===== src/sv/itc_pkg.sv =====
`default_nettype none
// ----------------------------------------------------------------------------
// itc_pkg
// Types, codes and micro-step tables for the inertia tensor accumulator.
// ----------------------------------------------------------------------------
package itc_pkg;

  localparam int ID_BITS_DEF = 16;
  localparam int AGG_W       = 16;
  localparam int CFG_IDX_W   = 4;
  localparam int CFG_DATA_W  = 32;
  localparam int N_SUMS      = 9;
  localparam int TERM_W      = 54;
  localparam int WIDE_W      = 88;

  localparam logic [15:0] SPHERE_RESET = 16'd26214;

  // register indexes
  localparam logic [CFG_IDX_W-1:0] CFG_TARGET    = 4'd0;
  localparam logic [CFG_IDX_W-1:0] CFG_COM_POS_X = 4'd1;
  localparam logic [CFG_IDX_W-1:0] CFG_COM_POS_Y = 4'd2;
  localparam logic [CFG_IDX_W-1:0] CFG_COM_POS_Z = 4'd3;
  localparam logic [CFG_IDX_W-1:0] CFG_COM_VEL_X = 4'd4;
  localparam logic [CFG_IDX_W-1:0] CFG_COM_VEL_Y = 4'd5;
  localparam logic [CFG_IDX_W-1:0] CFG_COM_VEL_Z = 4'd6;
  localparam logic [CFG_IDX_W-1:0] CFG_SPHERE    = 4'd7;

  // accumulator slots
  localparam logic [3:0] T_XX = 4'd0;
  localparam logic [3:0] T_XY = 4'd1;
  localparam logic [3:0] T_XZ = 4'd2;
  localparam logic [3:0] T_YY = 4'd3;
  localparam logic [3:0] T_YZ = 4'd4;
  localparam logic [3:0] T_ZZ = 4'd5;
  localparam logic [3:0] T_SX = 4'd6;
  localparam logic [3:0] T_SY = 4'd7;
  localparam logic [3:0] T_SZ = 4'd8;

  localparam logic [4:0] PRE_LAST = 5'd16;
  localparam logic [2:0] SUB_LAST = 3'd5;

  typedef struct packed {
    logic [AGG_W-1:0]  agg_id;
    logic [31:0]       mass;
    logic [31:0]       softening;
    logic signed [31:0] pos_x;
    logic signed [31:0] pos_y;
    logic signed [31:0] pos_z;
    logic signed [31:0] vel_x;
    logic signed [31:0] vel_y;
    logic signed [31:0] vel_z;
    logic              first;
  } in_data_t;

  typedef struct packed {
    logic signed [63:0] inertia_xx;
    logic signed [63:0] inertia_xy;
    logic signed [63:0] inertia_xz;
    logic signed [63:0] inertia_yy;
    logic signed [63:0] inertia_yz;
    logic signed [63:0] inertia_zz;
    logic signed [63:0] spin_x;
    logic signed [63:0] spin_y;
    logic signed [63:0] spin_z;
    logic signed [31:0] rel_pos_x;
    logic signed [31:0] rel_pos_y;
    logic signed [31:0] rel_pos_z;
  } out_data_t;

  typedef enum logic [1:0] {S_IDLE, S_PROD, S_TERM, S_DONE} state_t;

  typedef enum logic [2:0] {A_RX, A_RY, A_RZ, A_SFT, A_S2L, A_S2H, A_M} asel_t;

  typedef enum logic [3:0] {
    B_RX, B_RY, B_RZ, B_VX, B_VY, B_VZ, B_SFT, B_SF, B_TL, B_TH
  } bsel_t;

  // op acts on the product registered in the previous step
  typedef enum logic [4:0] {
    OP_NOP, OP_PXX, OP_PYY, OP_PZZ, OP_PXY, OP_PXZ, OP_PYZ,
    OP_CA, OP_CR0, OP_CR1, OP_CR2, OP_S2, OP_WLO, OP_GH,
    OP_TERM, OP_WHI, OP_SAT, OP_ACC
  } op_t;

  typedef struct packed {
    asel_t asel;
    bsel_t bsel;
    op_t   op;
  } mstep_t;

  typedef struct packed {
    logic       load;
    logic       out_load;
    mstep_t     step;
    logic [3:0] k;
  } cmd_t;

  function automatic mstep_t pre_step(input logic [4:0] s);
    mstep_t m;
    m = '{A_RX, B_RX, OP_NOP};
    case (s)
      5'd0:  m = '{A_RX,  B_RX,  OP_NOP};
      5'd1:  m = '{A_RY,  B_RY,  OP_PXX};
      5'd2:  m = '{A_RZ,  B_RZ,  OP_PYY};
      5'd3:  m = '{A_RX,  B_RY,  OP_PZZ};
      5'd4:  m = '{A_RX,  B_RZ,  OP_PXY};
      5'd5:  m = '{A_RY,  B_RZ,  OP_PXZ};
      5'd6:  m = '{A_RY,  B_VZ,  OP_PYZ};
      5'd7:  m = '{A_RZ,  B_VY,  OP_CA};
      5'd8:  m = '{A_RZ,  B_VX,  OP_CR0};
      5'd9:  m = '{A_RX,  B_VZ,  OP_CA};
      5'd10: m = '{A_RX,  B_VY,  OP_CR1};
      5'd11: m = '{A_RY,  B_VX,  OP_CA};
      5'd12: m = '{A_SFT, B_SFT, OP_CR2};
      5'd13: m = '{A_RX,  B_RX,  OP_S2};
      5'd14: m = '{A_S2L, B_SF,  OP_NOP};
      5'd15: m = '{A_S2H, B_SF,  OP_WLO};
      5'd16: m = '{A_RX,  B_RX,  OP_GH};
      default: m = '{A_RX, B_RX, OP_NOP};
    endcase
    return m;
  endfunction

  function automatic mstep_t term_step(input logic [2:0] s);
    mstep_t m;
    m = '{A_RX, B_RX, OP_NOP};
    case (s)
      3'd0: m = '{A_RX, B_RX, OP_TERM};
      3'd1: m = '{A_M,  B_TL, OP_NOP};
      3'd2: m = '{A_M,  B_TH, OP_WLO};
      3'd3: m = '{A_RX, B_RX, OP_WHI};
      3'd4: m = '{A_RX, B_RX, OP_SAT};
      3'd5: m = '{A_RX, B_RX, OP_ACC};
      default: m = '{A_RX, B_RX, OP_NOP};
    endcase
    return m;
  endfunction

endpackage
`default_nettype wire


===== src/sv/itc_ctrl.sv =====
`default_nettype none
// ----------------------------------------------------------------------------
// itc_ctrl
// Sequencer: walks the product steps, then six steps per accumulator term; a non-matching particle skips to the result.
// ----------------------------------------------------------------------------
module itc_ctrl import itc_pkg::*; (
  input  wire logic clk,
  input  wire logic rst_n,
  input  wire logic in_valid,
  output logic      in_ready,
  input  wire logic out_ready,
  output logic      out_valid,
  input  wire logic match,
  output cmd_t      cmd
);

  state_t     state_r, state_nxt;
  logic [4:0] step_r, step_nxt;
  logic [2:0] sub_r, sub_nxt;
  logic [3:0] k_r, k_nxt;
  logic       out_valid_r, out_valid_nxt;

  always_ff @(posedge clk) begin
    if (!rst_n) begin
      state_r     <= S_IDLE;
      step_r      <= '0;
      sub_r       <= '0;
      k_r         <= '0;
      out_valid_r <= 1'b0;
    end else begin
      state_r     <= state_nxt;
      step_r      <= step_nxt;
      sub_r       <= sub_nxt;
      k_r         <= k_nxt;
      out_valid_r <= out_valid_nxt;
    end
  end

  always_comb begin
    state_nxt     = state_r;
    step_nxt      = step_r;
    sub_nxt       = sub_r;
    k_nxt         = k_r;
    out_valid_nxt = out_valid_r;
    in_ready      = 1'b0;
    cmd           = '{1'b0, 1'b0, '{A_RX, B_RX, OP_NOP}, 4'd0};
    if (out_valid_r && out_ready) out_valid_nxt = 1'b0;
    case (state_r)
      S_IDLE: begin
        in_ready = 1'b1;
        if (in_valid) begin
          cmd.load  = 1'b1;
          step_nxt  = '0;
          state_nxt = S_PROD;
        end
      end
      S_PROD: begin
        cmd.step = pre_step(step_r);
        if (!match) begin
          state_nxt = S_DONE;
        end else if (step_r == PRE_LAST) begin
          sub_nxt   = '0;
          k_nxt     = T_XX;
          state_nxt = S_TERM;
        end else begin
          step_nxt = step_r + 5'd1;
        end
      end
      S_TERM: begin
        cmd.step = term_step(sub_r);
        cmd.k    = k_r;
        if (sub_r == SUB_LAST) begin
          sub_nxt = '0;
          if (k_r == T_SZ) state_nxt = S_DONE;
          else k_nxt = k_r + 4'd1;
        end else begin
          sub_nxt = sub_r + 3'd1;
        end
      end
      S_DONE: begin
        // output register frees up when the held result is taken
        if (!out_valid_r || out_ready) begin
          cmd.out_load  = 1'b1;
          out_valid_nxt = 1'b1;
          state_nxt     = S_IDLE;
        end
      end
      default: state_nxt = S_IDLE;
    endcase
  end

  assign out_valid = out_valid_r;

endmodule
`default_nettype wire


===== config.mk =====
export PLATFORM = sky130hd
export DESIGN_NAME = itc_ctrl
export DESIGN_NICKNAME = d
export VERILOG_FILES = /design/src/sv/itc_pkg.sv /design/src/sv/itc_ctrl.sv
export SDC_FILE = /design/constraint.sdc
export NUM_CORES = 1
export LEC_CHECK = 0
export BUFFER_PORTS_ARGS = -buffer_cell sky130_fd_sc_hd__buf_2
export CAP_MARGIN = 0
export CORE_ASPECT_RATIO = 0.7
export CORE_MARGIN = 5
export CORE_UTILIZATION = 57
export CTS_CLUSTER_DIAMETER = 60
export CTS_CLUSTER_SIZE = 25
export DETAILED_ROUTE_END_ITERATION = 10
export PLACE_DENSITY = 0.8
export SLEW_MARGIN = 5
export SYNTH_ARGS = -nofsm -noshare
export SYNTH_HDL_FRONTEND = slang
export SYNTH_SLANG_ARGS = --single-unit

===== constraint.sdc =====
create_clock -name clk -period 3.2 [get_ports clk]
set_input_delay 0.16 -clock clk [delete_from_list [all_inputs] [get_ports clk]]
set_output_delay 0.16 -clock clk [all_outputs]
set_load 0.05 [all_outputs]

==> results.py, run 1 <==
metrics = {
    "drt": {
        "vias_per_cell": 5.94,
        "drtIter0Drc": 101,
        "wl_um": 3970,
        "drtAntennaViolNets": 0,
        "drc_errors": 0,
        "vias": 1610,
        "wl_per_cell_um": 14.7,
        "firstDrtPassIters": 5,
    },
    "place": {
        "place.gp.congestion": 0.894,
        "dp_hpwl_um": 3010,
        "pre_cts_ws_ps": 436,
        "portBuffers": 24,
    },
    "setup_path": {
        "cp-start-kind": "register",
        "arrival_ps": 3070,
        "required_ps": 3410,
        "worstPathMaxFanout": 6,
        "r2r.worst_path.cells": 11,
        "critical_path_class": "register to register",
        "cp-end-kind": "register",
    },
    "sta": {
        "fin_ws_ps": 338,
        "skew_ps": 1.99,
        "tightest_slew_ps": 598,
        "period_needed_ps": 2860,
        "fin_setup_tns_ps": 0,
        "finalSetupViolations": 0,
        "relSlewSlack_pct": 59.9,
        "finalCritPeriodShare_pct": 89.4,
        "rsz0062_at_grt": "no",
        "finalHoldViolCount": 0,
        "slew_viol_final": 0,
        "fmax_mhz": 349,
    },
    "yosys": {
        "ys_seq_area_share_pct": 28.9,
        "synth-compound-area-share_pct": 19.4,
        "synth_ff_type": "dfxtp_1",
        "synth_top_family_by_area": "simple AND/OR/NAND/NOR gates",
        "synth.area.mux_share_pct": 4.11,
        "ys_types": 53,
        "synthArstFlopShare_pct": 0,
        "yosysWarnings": 0,
        "synth-edff-count": 0,
        "synthAdderAreaFrac_pct": 12.3,
        "synth_area_um2": 1730,
        "ys_ff_latch": 25,
        "syn_nets": 234,
        "syn_avg_cell_area_um2": 8.18,
        "synth-xor-area-share_pct": 1.52,
        "netlist_instances": 212,
        "synth-simple-area-share_pct": 27.8,
    },
    "grt": {
        "grt_util_met2_pct": 27.6,
        "grt_max_degree": 19,
        "overflow": 0,
        "met3_usage_pct": 5.66,
        "grt.busiest_layer": "met1",
        "antenna_found_initial": 0,
        "track_usage_pct": 19.1,
        "grt_pass1_wl_um": 6930,
        "grt_pass1_vias": 1421,
        "grtUsageMet1_pct": 28.7,
    },
    "cells_and_area": {
        "syn_to_final_growth_pct": 11.8,
        "regArea_um2": 500,
        "antenna_cells": 0,
        "drive_above_1_share_pct": 16.2,
        "multi_input_area_um2": 1130,
        "nets": 258,
        "final_cell_mix": "dfxtp_1, buf_2, inv_1",
        "layout_commonest_cell": "dfxtp_1",
        "n_fill_cell": 242,
    },
    "floorplan": {
        "die_h_um": 56.2,
        "rows": 16,
        "die_w_um": 75.9,
        "start_util_pct": 60.6,
        "core-area_um2": 2860,
        "dieArea_um2": 4260,
        "ios": 25,
    },
    "clock_network": {
        "ctsHoldBuffers": 0,
        "clock_sinks": 25,
        "cts_setup_buffers": 0,
        "insertion_delay_ps": 270,
        "cts_tree": "done",
        "htree_levels": 1,
        "ctsResizeCount": 0,
        "clkSlewWorstSetupHoldPaths_ps": 90,
        "cts_root_buf": "clkbuf_8",
        "numCtsBuffers": 3,
        "clockBufferDepth": 2,
    },
    "worst_hold_path": {
        "hold_path_class": "input pin to register",
        "hold_depth": 3,
    },
    "power_and_ir_drop": {
        "p_leak_nw": 0.873,
        "pwr_density_cell_nw_per_um2": 670,
        "ir_drop_uv": 665,
    },
    "flow_run": {
        "maxCapViolations": 0,
    },
    "status": {
        "status": "finished, final reports clean",
    },
}
cell type report:
| class | instances | share of cell area (%) |
|---|---|---|
| multi-input combinational | 160 | 58.3 |
| tap | 36 | 2.32 |
| clock buffer | 3 | 2.13 |
| clock inverter | 1 | 0.387 |
| inverter | 19 | 3.68 |
| timing repair buffer | 27 | 7.36 |
| sequential | 25 | 25.8 |
worst max-delay path, stage by stage (launching register included):
cell and delay (ps):
dfxtp_1 420, inv_1 110, ha_1 260, mux2i_1 230
a211oi_1 550, mux2i_1 300, inv_1 130, ha_1 340
inv_1 60, nor3_1 160, o21ai_0 110, a21oi_1 140
routing by layer:
layer / share of wire [%] / vias up
met4: 0.73 / 0
met2: 42 / 50
met3: 7.6 / 6
li1: - / 806
met5: 0 / -
met1: 50 / 748
through the flow:
step	hold slack (ps)	utilization [%]	power, mW	cells	cell area (um2)
floorplan	404	-	0.937	212	1730
global placement	495	66.0	1.08	267	1890
detailed placement	502	66.0	1.10	267	1890
CTS	220	67.7	1.30	271	1940
global route	242	67.7	1.40	271	1940
finish	224	67.7	1.30	271	1940
power by group:
part           total (mW)  internal, mW  switching, mW
registers           0.398         0.361         0.0372
logic               0.703         0.242          0.461
clock network       0.197        0.0884          0.109
synthesized netlist by cell type (2+ instances only):
master / number / area, um2
or3_1: 2 / 12.5
o31ai_1: 2 / 15.0
ha_1: 17 / 213
o211ai_1: 5 / 37.5
inv_1: 18 / 67.6
o21bai_1: 2 / 15.0
and3_2: 2 / 15.0
nor3_1: 3 / 15.0
a211oi_1: 2 / 15.0
a311oi_1: 2 / 17.5
nand3_1: 16 / 80.1
nand4_1: 3 / 18.8
nand2b_1: 3 / 18.8
dfxtp_1: 25 / 500
clkbuf_1: 6 / 22.5
nor2b_1: 11 / 68.8
and2_1: 11 / 68.8
buf_2: 2 / 10.0
a31o_2: 2 / 17.5
o21ai_0: 7 / 35.0
a21oi_1: 11 / 55.1
a31oi_1: 2 / 12.5
nand3b_1: 4 / 30.0
nand2_1: 14 / 52.6
xnor2_1: 2 / 17.5
nor2_1: 5 / 18.8
a21o_1: 2 / 15.0
mux2i_1: 6 / 60.1
final timing paths:
path | endpoint | slack (ps) | startpoint
hold / removal | out_valid | 220 | out_ready
setup / recovery | register | 340 | state_r[1]
hold reg to reg | k_r[3] | 520 | k_r[3]
setup reg to reg | register | 340 | state_r[1]
cell families (layout without fill, tap and decap cells):
logic type      Yosys count  in the layout
simple gates             84             84
compound gates           49             49
buf+inv                  27             50
flops                    25             25
fa+ha+maj                17             17
mux                       7              7
xor+xnor                  3              3
(Power assumes the default switching activity.)
==> run 2, diff against run 1 <==
--- a/config.mk
+++ b/config.mk
@@ -6,14 +6,14 @@
 export NUM_CORES = 1
 export LEC_CHECK = 0
 export BUFFER_PORTS_ARGS = -buffer_cell sky130_fd_sc_hd__buf_2
-export CAP_MARGIN = 0
+export CAP_MARGIN = 40
 export CORE_ASPECT_RATIO = 0.7
 export CORE_MARGIN = 5
 export CORE_UTILIZATION = 57
 export CTS_CLUSTER_DIAMETER = 60
 export CTS_CLUSTER_SIZE = 25
 export DETAILED_ROUTE_END_ITERATION = 10
-export PLACE_DENSITY = 0.8
+export PLACE_DENSITY = 0.78
 export SLEW_MARGIN = 5
 export SYNTH_ARGS = -nofsm -noshare
 export SYNTH_HDL_FRONTEND = slang
==> run 2 against run 1 <==
  * Worst hold slack got worse by 5.1 ps
  * Clock power barely moved
  * Flip-flop and latch count did not move
  * First-iteration DRC count rose by 20%
  * Critical path depth fell by 1
  * Power rose by 1.5%
  * Critical path type unchanged
  * Largest cell class unchanged
  * Largest power group unchanged
==> results.py, run 2 (synthesis gave the netlist of run 1 again) <==
metrics = {
    "sta": {
        "finalSetupViolations": 0,
        "fin_ws_ps": 274,
        "tightest_slew_ps": 628,
        "fin_setup_tns_ps": 0,
        "period_needed_ps": 2930,
        "skew_ps": 0.503,
        "finalCritPeriodShare_pct": 91.4,
        "finalHoldViolCount": 0,
        "slew_viol_final": 0,
        "rsz0062_at_grt": "no",
        "relSlewSlack_pct": 57.9,
        "fmax_mhz": 342,
    },
    "grt": {
        "track_usage_pct": 19.7,
        "grtUsageMet1_pct": 27.4,
        "grt_pass1_vias": 1442,
        "grt.busiest_layer": "met2",
        "grt_util_met2_pct": 30.9,
        "grt_max_degree": 19,
        "antenna_found_initial": 0,
        "overflow": 0,
        "grt_pass1_wl_um": 7020,
        "met3_usage_pct": 5.99,
    },
    "drt": {
        "wl_um": 4100,
        "drc_errors": 0,
        "vias_per_cell": 5.89,
        "drtIter0Drc": 121,
        "wl_per_cell_um": 15.2,
        "vias": 1591,
        "drtAntennaViolNets": 0,
        "firstDrtPassIters": 5,
    },
    "setup_path": {
        "critPathSlowestCell": "a211oi_1",
        "cp-end-kind": "register",
        "worstPathMaxFanout": 7,
        "crit_path_cell_trace": "inv_1, ha_1, mux2i_2, a211oi_1, o22ai_2, nand2_1, ha_1, nand3_1, or3_1, a21bo_1",
        "r2r_start": "state_r[0]",
        "cp-start-kind": "register",
        "max_stage_delay_ps": 570,
        "cpMostUsedCell": "ha_1",
        "critical_path_class": "register to register",
        "arrival_ps": 3150,
        "reg2reg_slack_ps": 270,
        "r2r.worst_path.cells": 10,
        "required_ps": 3430,
    },
    "power_and_ir_drop": {
        "ir_drop_uv": 581,
        "p_leak_nw": 0.864,
        "pwr_density_cell_nw_per_um2": 679,
    },
    "worst_hold_path": {
        "hold_path_end": "out_valid",
        "min_from": "out_ready",
        "hold_depth": 3,
        "hold_path_class": "input pin to register",
    },
    "place": {
        "place.gp.congestion": 0.893,
        "portBuffers": 24,
        "pre_cts_ws_ps": 201,
        "dp_hpwl_um": 3130,
    },
    "cells_and_area": {
        "syn_to_final_growth_pct": 11.9,
        "n_fill_cell": 248,
        "multi_input_area_um2": 1140,
        "drive_above_1_share_pct": 16.7,
        "final_cell_mix": "dfxtp_1, buf_2, inv_1",
        "regArea_um2": 500,
        "nets": 257,
        "layout_commonest_cell": "dfxtp_1",
        "antenna_cells": 0,
    },
    "floorplan": {
        "die_w_um": 75.9,
        "ios": 25,
        "start_util_pct": 60.6,
        "dieArea_um2": 4260,
        "core-area_um2": 2860,
        "rows": 16,
        "die_h_um": 56.2,
    },
    "clock_network": {
        "htree_levels": 1,
        "cts_setup_buffers": 0,
        "cts_root_buf": "clkbuf_8",
        "insertion_delay_ps": 270,
        "ctsHoldBuffers": 0,
        "numCtsBuffers": 3,
        "ctsResizeCount": 0,
        "cts_tree": "done",
        "clkSlewWorstSetupHoldPaths_ps": 100,
        "clockBufferDepth": 2,
        "clock_sinks": 25,
    },
    "flow_run": {
        "maxCapViolations": 0,
    },
    "status": {
        "status": "finished, final reports clean",
    },
}
[run 2: changes by cell type in the layout (fill, tap and decap cells not counted)]
| cell | before | now |
|---|---|---|
| mux2i_1 | 6 | 5 |
| o22ai_2 | 0 | 1 |
| buf_4 | 3 | 2 |
| o22ai_1 | 1 | 0 |
| mux2i_2 | 0 | 1 |
[run 2: worst max-delay path: cells and delay by family (launching register included)]
| family | cells | cell delay [ps] |
|---|---|---|
| multiplexers | 1 | 220 |
| AO/OA/AOI/OAI | 3 | 1000 |
| flip-flops | 1 | 380 |
| AND/OR/NAND/NOR | 3 | 700 |
| adder cells (fa/ha/maj) | 2 | 470 |
| buffers and inverters | 1 | 110 |
[run 2: final cells by class]
| class | count | area share [%] |
|---|---|---|
| Clock buffer | 3 | 2.13 |
| Clock inverter | 1 | 0.387 |
| Inverter | 19 | 3.68 |
| Multi-Input combinational cell | 160 | 58.7 |
| Sequential cell | 25 | 25.8 |
| Tap cell | 36 | 2.32 |
| Timing Repair Buffer | 26 | 6.96 |
[run 2: how the worst max path moves through the flow]
stage               startpoint  endpoint  slack (ps)
floorplan           state_r[0]  register          40
global placement    state_r[0]  register         410
detailed placement  state_r[0]  register         200
CTS                 state_r[0]  register         160
global route        state_r[1]  register          60
finish              state_r[0]  register         270
[run 2: through the flow]
step | power, mW | util (%) | hold slack (ps) | cell area (um2) | instances
finish | 1.32 | 67.8 | 219 | 1940 | 270
global route | 1.40 | 67.8 | 247 | 1940 | 270
CTS | 1.30 | 67.4 | 218 | 1930 | 270
detailed placement | 1.10 | 65.7 | 502 | 1880 | 266
global placement | 1.07 | 65.7 | 480 | 1880 | 266
floorplan | 0.937 | - | 404 | 1730 | 212
[run 2: power by group]
part / internal, mW / leakage, nW / total (mW) / switching (mW)
Sequential: 0.361 / 0.203 / 0.398 / 0.0369
Clock: 0.0884 / 0.0217 / 0.200 / 0.111
Combinational: 0.247 / 0.640 / 0.720 / 0.473
Total: 0.697 / 0.864 / 1.32 / 0.621
[run 2: per-layer routing]
| metal | share of wire (%) | vias to the layer above |
|---|---|---|
| met3 | 6.6 | 2 |
| li1 | - | 800 |
| met1 | 49 | 751 |
| met4 | 0.34 | 0 |
| met5 | 0 | - |
| met2 | 44 | 38 |
==> run 3, diff against run 2 <==
--- a/config.mk
+++ b/config.mk
@@ -13,6 +13,7 @@
 export CTS_CLUSTER_DIAMETER = 60
 export CTS_CLUSTER_SIZE = 25
 export DETAILED_ROUTE_END_ITERATION = 10
+export GPL_ROUTABILITY_DRIVEN = 0
 export PLACE_DENSITY = 0.78
 export SLEW_MARGIN = 5
 export SYNTH_ARGS = -nofsm -noshare
==> constraint.sdc (replaced) <==
create_clock -name clk -period 3.2 [get_ports clk]
set_input_delay 0.48 -clock clk [delete_from_list [all_inputs] [get_ports clk]]
set_output_delay 0.48 -clock clk [all_outputs]
set_load 0.05 [all_outputs]
==> run 3 against run 2 <==
  * Fmax is 1.7% higher
  * Clock skew is 1.6 ps higher
  * Global-route usage is 0.34 points lower
==> results.py, run 3 (synthesis gave the netlist of run 1 again) <==
metrics = {
    "status": {
        "status": "finished, final reports clean",
    },
    "power_and_ir_drop": {
        "pwr_density_cell_nw_per_um2": 678,
        "total_power_mw": 1.32,
        "p_leak_nw": 0.864,
        "ir_drop_uv": 664,
    },
    "drt": {
        "drtIter0Drc": 192,
        "firstDrtPassIters": 4,
        "drtAntennaViolNets": 0,
        "wl_um": 4150,
        "vias": 1636,
        "top_layer": "met4",
        "wl_met1_um": 1920,
        "wl_per_cell_um": 15.4,
        "wl_met3_um": 339,
        "wl_met2_um": 1880,
        "drc_errors": 0,
        "vias_per_cell": 6.06,
    },
    "sta": {
        "period_needed_ps": 2880,
        "fin_setup_tns_ps": 0,
        "rsz0062_at_grt": "no",
        "tightest_slew_ps": 605,
        "finalHoldViolCount": 0,
        "finalCritPeriodShare_pct": 89.9,
        "slew_viol_final": 0,
        "skew_ps": 2.13,
        "finalSetupViolations": 0,
        "hold_slack_ps": 518,
        "relSlewSlack_pct": 59.5,
        "fmax_mhz": 348,
    },
    "setup_path": {
        "max_stage_delay_ps": 530,
        "cp-start-kind": "register",
        "arrival_ps": 3100,
        "required_ps": 3430,
        "critPathSlowestCell": "a211oi_1",
        "crit_path_cell_trace": "inv_1, ha_1, mux2i_2, a211oi_1, o22ai_2, nand2_1, ha_1, nand3_1, or3_1, a21bo_1",
        "critical_path_class": "register to register",
        "crit_buf_inv": 1,
        "cp-end-kind": "register",
        "worstPathMaxFanout": 7,
        "path_delay_family": "compound AO/OA/AOI/OAI gates",
        "cpMostUsedCell": "ha_1",
    },
    "cells_and_area": {
        "final_cell_mix": "dfxtp_1, buf_2, inv_1",
        "fin_area_um2": 1940,
        "utilization_pct": 67.8,
        "regArea_um2": 500,
        "syn_to_final_growth_pct": 11.9,
        "n_fill_cell": 247,
        "layout_commonest_cell": "dfxtp_1",
        "antenna_cells": 0,
        "drive_above_1_share_pct": 16.7,
        "multi_input_area_um2": 1140,
        "nets": 257,
    },
    "clock_network": {
        "ctsResizeCount": 0,
        "numCtsBuffers": 3,
        "clockBufferDepth": 2,
        "cts_root_buf": "clkbuf_8",
        "clock_sinks": 25,
        "cts_setup_buffers": 0,
        "insertion_delay_ps": 270,
        "htree_levels": 1,
        "ctsHoldBuffers": 0,
        "cts_tree": "done",
        "clkSlewWorstSetupHoldPaths_ps": 90,
    },
    "floorplan": {
        "dieArea_um2": 4260,
        "die_h_um": 56.2,
        "core-area_um2": 2860,
        "die_w_um": 75.9,
        "start_util_pct": 60.6,
        "rows": 16,
        "ios": 25,
    },
    "place": {
        "dp_hpwl_um": 3150,
        "place_area_um2": 1880,
        "portBuffers": 24,
    },
    "grt": {
        "overflow": 0,
        "antenna_found_initial": 0,
        "grt_pass1_vias": 1512,
        "track_usage_pct": 19.4,
        "grt_pass1_wl_um": 6930,
        "grt_max_degree": 19,
    },
    "flow_run": {
        "maxCapViolations": 0,
    },
    "worst_hold_path": {
        "hold_path_class": "register to register",
    },
}
==> run 3: cell counts in the layout (fill, tap and decap cells not counted) <==
No cell type changed its count.
==> run 3: worst paths after layout <==
check              from        to  slack (ps)  cells past startpoint
max          state_r[1]  register         320                     10
min              k_r[3]    k_r[3]         520                      2
max reg2reg  state_r[1]  register         320                     10
min reg2reg      k_r[3]    k_r[3]         520                      2
==> run 3: area by class of cell <==
type,count,area share (%)
tap,36,2.32
inverter,19,3.68
clock buffer,3,2.13
sequential,25,25.8
clock inverter,1,0.387
timing repair buffer,26,6.96
multi-input combinational,160,58.7
==> run 3: layer usage <==
layer | vias up | GRT usage (%)
met5 | - | 0
met4 | 0 | 4.06
met3 | 2 | 5.66
met2 | 68 | 30.6
met1 | 763 | 26.1
li1 | 803 | -
==> run 3: worst register-to-register path: stages, from the launching register on <==
cell and delay, ps:
dfxtp_1 410, inv_1 110, ha_1 270, mux2i_2 220, a211oi_1 530, o22ai_2 230
nand2_1 240, ha_1 180, nand3_1 90, or3_1 360, a21bo_1 180
==> run 3: metrics by stage <==
stage,worst slack (ps),std cells
finish,324,270
global route,43.8,270
CTS,160,270
global placement,424,266
floorplan,42.0,212
detailed placement,194,266
==> run 3: where the power goes <==
group	total (mW)	switching (mW)	leakage, nW	internal [mW]
combinational	0.720	0.474	0.640	0.246
clock	0.198	0.110	0.0217	0.0884
sequential	0.397	0.0361	0.203	0.361
